`config.mk`:
```
export PLATFORM = sky130hd
export DESIGN_NAME = tree_address_allocation_table
export DESIGN_NICKNAME = d
export VERILOG_FILES = /design/src/hw/rtl/taat_pkg.sv /design/src/hw/rtl/taat_compare.sv /design/src/hw/rtl/tree_address_allocation_table.sv
export SDC_FILE = /design/constraint.sdc
export NUM_CORES = 2
export LEC_CHECK = 0
export BUFFER_PORTS_ARGS = -buffer_cell sky130_fd_sc_hd__clkbuf_2
export CAP_MARGIN = 20
export CORE_MARGIN = 8
export CORE_UTILIZATION = 57
export CTS_BUF_LIST = sky130_fd_sc_hd__clkbuf_16
export CTS_CLUSTER_DIAMETER = 30
export DETAILED_ROUTE_END_ITERATION = 6
export PLACE_DENSITY = 0.85
export SLEW_MARGIN = 20
export SYNTH_ARGS = -nofsm -noshare
export SYNTH_HDL_FRONTEND = slang
export SYNTH_HIERARCHICAL = 1
export SYNTH_SLANG_ARGS = --single-unit
```
`constraint.sdc`:
```
create_clock -name clock -period 10.96 [get_ports clock]
set_input_delay 1.644 -clock clock [delete_from_list [all_inputs] [get_ports clock]]
set_output_delay 1.644 -clock clock [all_outputs]
set_load 0.02 [all_outputs]
```
`src/hw/rtl/taat_pkg.sv`:
```
package taat_pkg;
   localparam int TABLE_DEPTH = 64;
   localparam int IDX_W = (TABLE_DEPTH > 1) ? $clog2(TABLE_DEPTH) : 1;
   localparam int CNT_W = $clog2(TABLE_DEPTH + 1);
   localparam int NCAND = 8;

   localparam logic [2:0] REQ_LOOKUP_ADDR = 3'd0;
   localparam logic [2:0] REQ_LOOKUP_ID   = 3'd1;
   localparam logic [2:0] REQ_RELEASE     = 3'd2;
   localparam logic [2:0] REQ_SET         = 3'd3;
   localparam logic [2:0] REQ_ALLOCATE    = 3'd4;

   localparam logic [2:0] ST_OK        = 3'd0;
   localparam logic [2:0] ST_NOT_FOUND = 3'd1;
   localparam logic [2:0] ST_FULL      = 3'd2;
   localparam logic [2:0] ST_NO_FREE   = 3'd3;
   localparam logic [2:0] ST_INVALID   = 3'd4;

   localparam logic [1:0] CSR_DEFAULT_ADDR = 2'd0;
   localparam logic [1:0] CSR_MAX_CHILDREN = 2'd1;
   localparam logic [1:0] CSR_BLANK_ADDR   = 2'd2;

   typedef struct packed {
      logic [2:0]  kind;
      logic [7:0]  node_id;
      logic [15:0] address;
   } scan_req_type;

   // Per-entry match flags returned by the compare unit.
   typedef struct packed {
      logic             id_hit;
      logic             addr_hit;
      logic [NCAND-1:0] cand_taken;
   } scan_hit_type;
endpackage

```
`src/hw/rtl/taat_compare.sv`:
```
module taat_compare (
   input  taat_pkg::scan_req_type                    req,
   input  logic [taat_pkg::NCAND-1:0][15:0]          cand,
   input  logic [7:0]                                ent_id,
   input  logic [15:0]                               ent_addr,
   output taat_pkg::scan_hit_type                    hit
);
   import taat_pkg::*;

   always_comb begin
      hit.id_hit   = (ent_id == req.node_id);
      hit.addr_hit = (ent_addr == req.address);
      for (int k = 0; k < NCAND; k++) begin
         hit.cand_taken[k] = (ent_addr == cand[k]) && (ent_id != req.node_id);
      end
   end
endmodule

```
`src/hw/rtl/tree_address_allocation_table.sv`:
```
// Flow: a request taken while idle passes through PREP, which counts the octal digits of a
// non-default forwarder address, then SCAN over the stored entries, then EVAL and DONE.
// Throughput: one request at a time; busy stays high through the response cycle, so the
// next request is taken in the cycle after the response at the earliest.
// Reset (synchronous, active high) empties the table and loads CSR defaults; the receiver
// cannot stall, and each response is shown for exactly one cycle.
module tree_address_allocation_table (
   input  logic        clock,
   input  logic        reset,
   input  logic        start,
   output logic        busy,
   input  logic [2:0]  req_type,
   input  logic [7:0]  req_node_id,
   input  logic [15:0] req_address,
   input  logic [15:0] req_forwarder_address,
   output logic        rsp_valid,
   output logic [2:0]  rsp_status,
   output logic [15:0] rsp_out_address,
   output logic [7:0]  rsp_out_node_id,
   input  logic        csr_write,
   input  logic [1:0]  csr_index,
   input  logic [15:0] csr_data
);
   import taat_pkg::*;

   localparam logic [2:0] S_IDLE = 3'd0;
   localparam logic [2:0] S_PREP = 3'd1;
   localparam logic [2:0] S_SCAN = 3'd2;
   localparam logic [2:0] S_EVAL = 3'd3;
   localparam logic [2:0] S_DONE = 3'd4;

   logic [7:0]  mem_id [TABLE_DEPTH];
   logic [15:0] mem_addr [TABLE_DEPTH];

   logic [2:0]  state_ff, state_in;
   logic [CNT_W-1:0] count_ff, count_in;
   logic [CNT_W-1:0] idx_ff, idx_in;
   logic [15:0] dflt_ff, blank_ff;
   logic [2:0]  maxc_ff;
   scan_req_type req_ff;
   logic [15:0] fwd_ff;
   logic [NCAND-1:0][15:0] cand_ff;
   logic [NCAND-1:0] cand_ok_ff;
   logic [NCAND-1:0] taken_ff, taken_in;
   logic        id_found_ff, id_found_in, addr_found_ff, addr_found_in;
   logic [IDX_W-1:0] id_idx_ff, id_idx_in, addr_idx_ff, addr_idx_in;
   logic [7:0]  id_val_ff, id_val_in;
   logic [15:0] addr_val_ff, addr_val_in;
   logic [7:0]  rd_id_ff;
   logic [15:0] rd_addr_ff;
   logic        rd_valid_ff;
   logic        rsp_valid_ff;
   logic [2:0]  st_ff;
   logic [15:0] oaddr_ff;
   logic [7:0]  oid_ff;
   logic [4:0]  shift_ff;
   logic [15:0] shm_ff;

   scan_hit_type hit;
   taat_compare u_cmp (.req(req_ff), .cand(cand_ff), .ent_id(rd_id_ff),
                       .ent_addr(rd_addr_ff), .hit(hit));

   assign busy            = (state_ff != S_IDLE);
   assign rsp_valid       = rsp_valid_ff;
   assign rsp_status      = st_ff;
   assign rsp_out_address = oaddr_ff;
   assign rsp_out_node_id = oid_ff;

   always_ff @(posedge clock) begin
      if (reset) begin
         dflt_ff  <= 16'd2340;
         maxc_ff  <= 3'd4;
         blank_ff <= 16'hFFFF;
      end else if (csr_write) begin
         case (csr_index)
            CSR_DEFAULT_ADDR: dflt_ff  <= csr_data;
            CSR_MAX_CHILDREN: maxc_ff  <= csr_data[2:0];
            CSR_BLANK_ADDR:   blank_ff <= csr_data;
            default: ;
         endcase
      end
   end

   // Sequencer control.
   logic scan_more;
   assign scan_more = (idx_ff < count_ff);

   always_comb begin
      state_in = state_ff;
      idx_in   = idx_ff;
      case (state_ff)
         S_IDLE: if (start) begin
            state_in = S_PREP;
         end
         S_PREP: begin
            if (shm_ff == 16'd0) begin
               state_in = S_SCAN;
               idx_in   = '0;
            end
         end
         S_SCAN: begin
            if (scan_more) idx_in = idx_ff + 1'b1;
            else if (!rd_valid_ff) state_in = S_EVAL;
         end
         S_EVAL: state_in = S_DONE;
         S_DONE: state_in = S_IDLE;
         default: state_in = S_IDLE;
      endcase
   end

   always_ff @(posedge clock) begin
      if (reset) begin
         state_ff <= S_IDLE;
         idx_ff   <= '0;
      end else begin
         state_ff <= state_in;
         idx_ff   <= idx_in;
      end
   end

   always_ff @(posedge clock) begin
      if (reset) rd_valid_ff <= 1'b0;
      else rd_valid_ff <= (state_ff == S_SCAN) && scan_more;
   end
   always_ff @(posedge clock) begin
      if (state_ff == S_SCAN && scan_more) begin
         rd_id_ff   <= mem_id[idx_ff[IDX_W-1:0]];
         rd_addr_ff <= mem_addr[idx_ff[IDX_W-1:0]];
      end
   end

   logic [IDX_W-1:0] rd_idx_ff;
   always_ff @(posedge clock) rd_idx_ff <= idx_ff[IDX_W-1:0];

   // Accumulate first matches across the scan.
   always_comb begin
      id_found_in   = id_found_ff;
      addr_found_in = addr_found_ff;
      id_idx_in     = id_idx_ff;
      addr_idx_in   = addr_idx_ff;
      id_val_in     = id_val_ff;
      addr_val_in   = addr_val_ff;
      taken_in      = taken_ff;
      if (state_ff == S_PREP) begin
         id_found_in = 1'b0;
         addr_found_in = 1'b0;
         taken_in = '0;
      end else if (state_ff == S_SCAN && rd_valid_ff) begin
         if (hit.id_hit && !id_found_ff) begin
            id_found_in = 1'b1;
            id_idx_in   = rd_idx_ff;
            addr_val_in = rd_addr_ff;
         end
         if (hit.addr_hit && !addr_found_ff) begin
            addr_found_in = 1'b1;
            addr_idx_in   = rd_idx_ff;
            id_val_in     = rd_id_ff;
         end
         taken_in = taken_ff | hit.cand_taken;
      end
   end

   always_ff @(posedge clock) begin
      id_found_ff   <= id_found_in;
      addr_found_ff <= addr_found_in;
      id_idx_ff     <= id_idx_in;
      addr_idx_ff   <= addr_idx_in;
      id_val_ff     <= id_val_in;
      addr_val_ff   <= addr_val_in;
      taken_ff      <= taken_in;
   end

   // Capture the request and count the forwarder's octal digits one per cycle.
   always_ff @(posedge clock) begin
      if (state_ff == S_IDLE && start) begin
         req_ff.kind    <= req_type;
         req_ff.node_id <= req_node_id;
         req_ff.address <= req_address;
         fwd_ff         <= req_forwarder_address;
         shift_ff       <= '0;
         shm_ff         <= (req_forwarder_address == dflt_ff) ? 16'd0
                                                              : req_forwarder_address;
      end else if (state_ff == S_PREP && shm_ff != 16'd0) begin
         shm_ff   <= shm_ff >> 3;
         shift_ff <= shift_ff + 5'd3;
      end
   end

   // Candidate digit k+1 follows the parent; valid up to the digit limit unless default.
   logic        lvl1;
   logic [3:0]  dlimit;
   assign lvl1   = (fwd_ff == dflt_ff);
   assign dlimit = {1'b0, maxc_ff} + {3'b0, lvl1};
   always_ff @(posedge clock) begin
      if (state_ff == S_PREP && shm_ff == 16'd0) begin
         for (int k = 0; k < NCAND; k++) begin
            logic [31:0] c;
            c = (lvl1 ? 32'd0 : {16'd0, fwd_ff}) | (32'(k + 1) << shift_ff);
            cand_ff[k]    <= c[15:0];
            cand_ok_ff[k] <= (4'(k + 1) <= dlimit) && (c[15:0] != dflt_ff);
         end
      end
   end

   // Highest free candidate digit wins.
   logic [NCAND-1:0] free_v;
   logic             any_free;
   logic [15:0]      pick;
   always_comb begin
      free_v   = cand_ok_ff & ~taken_ff;
      any_free = 1'b0;
      pick     = '0;
      for (int k = 0; k < NCAND; k++) begin
         if (free_v[k]) begin
            any_free = 1'b1;
            pick     = cand_ff[k];
         end
      end
   end

   logic full;
   assign full = (count_ff >= CNT_W'(TABLE_DEPTH));

   logic             wr_en;
   logic [IDX_W-1:0] wr_idx;
   logic [7:0]       wr_id;
   logic [15:0]      wr_addr;
   logic             wr_id_en;
   logic [2:0]       st_in;
   logic [15:0]      oaddr_in;
   logic [7:0]       oid_in;

   always_comb begin
      wr_en    = 1'b0;
      wr_id_en = 1'b0;
      wr_idx   = id_idx_ff;
      wr_id    = req_ff.node_id;
      wr_addr  = req_ff.address;
      st_in    = ST_NOT_FOUND;
      oaddr_in = '0;
      oid_in   = '0;
      count_in = count_ff;
      case (req_ff.kind)
         REQ_LOOKUP_ADDR: begin
            if (req_ff.node_id == 8'd0) st_in = ST_OK;
            else if (id_found_ff) begin
               st_in = ST_OK;
               oaddr_in = addr_val_ff;
            end
         end
         REQ_LOOKUP_ID: begin
            if (req_ff.address == blank_ff || req_ff.address == 16'd0) st_in = ST_OK;
            else if (addr_found_ff) begin
               st_in  = ST_OK;
               oid_in = id_val_ff;
            end
         end
         REQ_RELEASE: begin
            if (addr_found_ff) begin
               st_in   = ST_OK;
               wr_en   = 1'b1;
               wr_idx  = addr_idx_ff;
               wr_addr = 16'd0;
            end
         end
         REQ_SET, REQ_ALLOCATE: begin
            if (req_ff.kind == REQ_ALLOCATE) begin
               wr_addr = pick;
            end
            if (req_ff.kind == REQ_ALLOCATE && req_ff.node_id == 8'd0) begin
               st_in = ST_INVALID;
            end else if (req_ff.kind == REQ_ALLOCATE && !any_free) begin
               st_in = ST_NO_FREE;
            end else if (id_found_ff) begin
               st_in = ST_OK;
               wr_en = 1'b1;
               oaddr_in = (req_ff.kind == REQ_ALLOCATE) ? pick : 16'd0;
            end else if (full) begin
               st_in = ST_FULL;
            end else begin
               st_in    = ST_OK;
               wr_en    = 1'b1;
               wr_id_en = 1'b1;
               wr_idx   = count_ff[IDX_W-1:0];
               count_in = count_ff + 1'b1;
               oaddr_in = (req_ff.kind == REQ_ALLOCATE) ? pick : 16'd0;
            end
         end
         default: st_in = ST_INVALID;
      endcase
   end

   always_ff @(posedge clock) begin
      if (state_ff == S_EVAL && wr_en) begin
         mem_addr[wr_idx] <= wr_addr;
         if (wr_id_en) mem_id[wr_idx] <= wr_id;
      end
   end

   always_ff @(posedge clock) begin
      if (reset) begin
         count_ff     <= '0;
         rsp_valid_ff <= 1'b0;
      end else begin
         rsp_valid_ff <= (state_ff == S_EVAL);
         if (state_ff == S_EVAL) count_ff <= count_in;
      end
   end

   always_ff @(posedge clock) begin
      if (state_ff == S_EVAL) begin
         st_ff    <= st_in;
         oaddr_ff <= oaddr_in;
         oid_ff   <= oid_in;
      end
   end

   a_count_bound: assert property (@(posedge clock) disable iff (reset)
      count_ff <= CNT_W'(TABLE_DEPTH)) else $error("entry count overflow");
   a_rsp_after_eval: assert property (@(posedge clock) disable iff (reset)
      rsp_valid |-> $past(state_ff) == S_EVAL) else $error("stray response");
   a_busy_rsp: assert property (@(posedge clock) disable iff (reset)
      rsp_valid |-> busy) else $error("response while idle");
   a_count_step: assert property (@(posedge clock) disable iff (reset)
      state_ff != S_EVAL |=> $stable(count_ff)) else $error("count changed outside commit");
endmodule
```
==> results_dict.tcl <==
set metrics [dict create \
    grt_max_degree 182 \
    r2r-start "wr_id[0]" \
    via_count_of_the_first_global_routing_pass 46310 \
    synth.top_cell.area_share_pct 70.17 \
    cts_max_path_buffers 4 \
    layout.filler_cells 7826 \
    synth-seq-area-share_pct 72.11 \
    layout_worst_path_cycle_share_pct 58.37 \
    layout.cell_area.non_filler_um2 91520 \
    max_cap_violations 0 \
    final_total_negative_setup_slack_ns 0 \
    detail-route-antenna-nets 0 \
    drt_first_iter_violations 8363 \
    die_w_um 384.4 \
    finalWirelength_um 240100 \
    cts_tree "done" \
    rsz_0062_raised_after_global_routing "false" \
    critPathArrivalTime_ns 7.00 \
    nNetsFinal 4551 \
    clock_tree.htree_level_count 5 \
    switching_power_uw 4399 \
    fraction_of_power_spent_switching_nets_pct 23.02 \
    place.detailed.hpwl_um 128300 \
    yosysWarningCount 6 \
    post-route-min-period_ns 6.397 \
    critPathMostFrequentCell "sky130_fd_sc_hd__buf_4" \
    asyncSetResetFlopFracSynth_pct 0 \
    library_cell_used_as_clock_root_buffer "sky130_fd_sc_hd__clkbuf_16" \
    power.combinational.fraction_pct 3.6 \
    slew-limit-headroom_pct 17.21 \
    worst_ep_required_time_ns 11.56 \
    ys_types 72 \
    fin_worst_skew_ns 0.07234 \
    grt_remaining_overflow 0 \
    hp-class "reg -> reg" \
    dominantRegCellSynth "sky130_fd_sc_hd__edfxtp_1" \
    synth_nets 4230 \
    grt_antenna_before_repair 20 \
    hold_start "rd_idx_ff[5]" \
    worstSetupPathType "reg -> reg" \
    multi_input_comb_area_um2 20630 \
    achievable-frequency_ghz 0.1563 \
    placement.io_buffers 93 \
    crit_path_max_incr_delay_ns 1.23 \
    power.clock.fraction_pct 54.3 \
    vias 45970 \
    critical_path.startpoint "wr_id[0]" \
    die-height_um 384.4 \
    run_status "finished, violations left" \
    holdWs_ns 0.4635 \
    cts.sinks 1883 \
    cp.buffers_inverters 2 \
    dp_cells 5911 \
    clkSlewWorstSetupHoldPaths_ns 0.06 \
    worstPathCellList "buf_4, nor4_1, a311oi_1, o31a_1, mux2_4, a222oi_1, nand3_2, nor2_1, buf_4" \
    final_hold_viol_count 0 \
    syn_inst 4146 \
    place_area_um2 80330 \
    cp_max_fo 66 \
    grt_util_all_layers_pct 32.06 \
    post-cts-setup-buffers 0 \
    yosysTopAreaCell "sky130_fd_sc_hd__edfxtp_1" \
    cellPowerDensity_nw_per_um2 208.8 \
    layout_commonest_cell "sky130_fd_sc_hd__edfxtp_1" \
    post_layout_nonfiller_instances 6516 \
    core-area_um2 135100 \
    worst_pin_slew_ns 1.229 \
    mostFrequentLayoutCells "sky130_fd_sc_hd__edfxtp_1, sky130_fd_sc_hd__mux4_2, sky130_fd_sc_hd__clkbuf_16, sky130_fd_sc_hd__nand2_1, sky130_fd_sc_hd__nor2_1" \
    syn_area_per_cell_um2 18.66 \
    pwr-share-seq_pct 42.2 \
    tritoncts.num_buffers 333 \
    dieArea_um2 147800 \
    drive_above_1_share_pct 28.55 \
    mappedNetlistArea_um2 77370 \
    power.static_leakage_uw 0.02968 \
    ir_worst_vdd_mv 0.2224 \
    post_cts.resized_instances 0 \
    area_added_between_synthesis_and_finish_pct 18.29 \
    register_cell_area_after_layout_um2 55810 \
    drcViolationCount 19 \
    slew_violations 0 \
    failing_checks "DRC" \
    initial_utilization_pct 57.26 \
    clk_latency_ns 0.94 \
    drt_pass1_iterations 7 \
    synth_enable_flop_cells 1808 \
    floorplan_row_count 135 \
    hold_buffers 0 \
    worstSetupStartpointType "flop" \
    cp_slowest_cell "sky130_fd_sc_hd__nand3_2" \
    first_pass_grt_wire_length_um 339000 \
    critical_path.endpoint_type "flop" \
    synth.ff_latch_count 1883 \
    critical_path.top_delay_family "simple AND/OR/NAND/NOR gates" \
    top_level_ports 94 \
    final-setup-viol-count 0 \
    avgRoutedWirePerCell_um 36.85 \
    drt-vias-per-instance 7.054 \
    internal-power_uw 14710 \
    gp_congestion 0.9800 \
    post_synth_main_area_contributors "sky130_fd_sc_hd__edfxtp_1, sky130_fd_sc_hd__mux4_2, sky130_fd_sc_hd__dfxtp_1" \
]
## metal layers
metal  up-vias  share of wire [%]  global-route usage (%)
li1      17480                  -                       -
met4        10                8.7                   21.77
met5         -              0.032                       0
met2      4371                 47                   51.06
met3      1163                 12                   8.483
met1     22940                 32                   38.57
## final timing paths
| kind | slack (ns) | depth (start not counted) | to |
|---|---|---|---|
| setup / recovery | 4.56 | 9 | mem_addr[16][5] |
| hold / removal | 0.46 | 0 | id_idx_ff[5] |
| setup reg to reg | 4.56 | 9 | mem_addr[16][5] |
| hold reg to reg | 0.46 | 0 | id_idx_ff[5] |
## sequential cells by signal (all words and copies together) (netlist names), 7 cells and up
register,cells
mem_addr,1024
req_ff,19
rsp_out_address,16
rd_id_ff,8
shm_ff,16
cand_ok_ff,8
rd_addr_ff,16
cand_ff,118
addr_val_ff,16
count_ff,7
rsp_out_node_id,8
dflt_ff,16
id_val_ff,8
fwd_ff,16
wr_id,8
idx_ff,7
mem_id,512
blank_ff,16
taken_ff,8
## worst register-to-register path: stages, from the launching register on
cell and delay [ns]:
sky130_fd_sc_hd__edfxtp_1 0.35, sky130_fd_sc_hd__buf_4 0.68, sky130_fd_sc_hd__nor4_1 0.21, sky130_fd_sc_hd__a311oi_1 0.42, sky130_fd_sc_hd__o31a_1 0.47, sky130_fd_sc_hd__mux2_4 0.34
sky130_fd_sc_hd__a222oi_1 1.01, sky130_fd_sc_hd__nand3_2 1.23, sky130_fd_sc_hd__nor2_1 1.02, sky130_fd_sc_hd__buf_4 0.35
## synth_stat cells (all sizes together) (4+ instances only)
library cell and instances:
nand3b 24, nor4 68, a31oi 8, o211ai 6, a211oi 18, a21boi 12
nor2b 17, or4 5, a21o 8, nand4 33, a22oi 4, a2bb2oi 16
nor3b 5, buf 66, a311oi 15, a311o 14, a222oi 4, o22ai 8
clkbuf 183, ha 19, and4 5, a22o 15, and3b 9, or3 9
mux4 505, xnor2 92, nand3 50, and3 48, xor2 166, and2 11
o21a 4, a21oi 83, o21ai 90, edfxtp 1808, mux2 4, nand2 303
nor2 235, nor3 19, inv 31, mux2i 10, dfxtp 75, nand2b 11
## cell type report
| type | instances | share of cell area [%] |
|---|---|---|
| Multi-Input combinational cell | 1983 | 22.54 |
| Timing Repair Buffer | 235 | 1.738 |
| Antenna cell | 14 | 0.03828 |
| Inverter | 31 | 0.1271 |
| Tap cell | 1781 | 2.435 |
| Clock buffer | 342 | 9.351 |
| Clock inverter | 247 | 2.786 |
| Sequential cell | 1883 | 60.99 |
## through the flow
step	power [uW]	util, %	worst slack (ns)
floorplan	8537	-	3.648
global placement	8804	59.44	5.516
detailed placement	8832	59.45	5.195
CTS	19090	67.67	4.727
global route	19440	67.71	4.677
finish	19110	67.73	4.563
## logic make-up (layout without fill, tap and decap cells)
family / after synthesis / after routing / share of synthesized area, %
buf+inv: 280 / 855 / 1.509
other cells: 0 / 14 / 0
fa+ha+maj: 19 / 19 / 0.3073
simple gates: 857 / 857 / 5.450
xor+xnor: 258 / 258 / 2.921
mux: 519 / 519 / 14.89
flops: 1883 / 1883 / 72.11
compound gates: 330 / 330 / 2.809
## power by group through the flow
stage / Combinational [uW] / Sequential [uW] / Clock (uW)
2_1_floorplan: 338 / 8200 / 0
3_3_place_gp: 612 / 8190 / 0
3_5_place_dp: 636 / 8200 / 0
4_1_cts: 651 / 8050 / 10400
5_1_grt: 700 / 8050 / 10700
6_report: 685 / 8060 / 10400
Power figures use the tool's default switching activity.
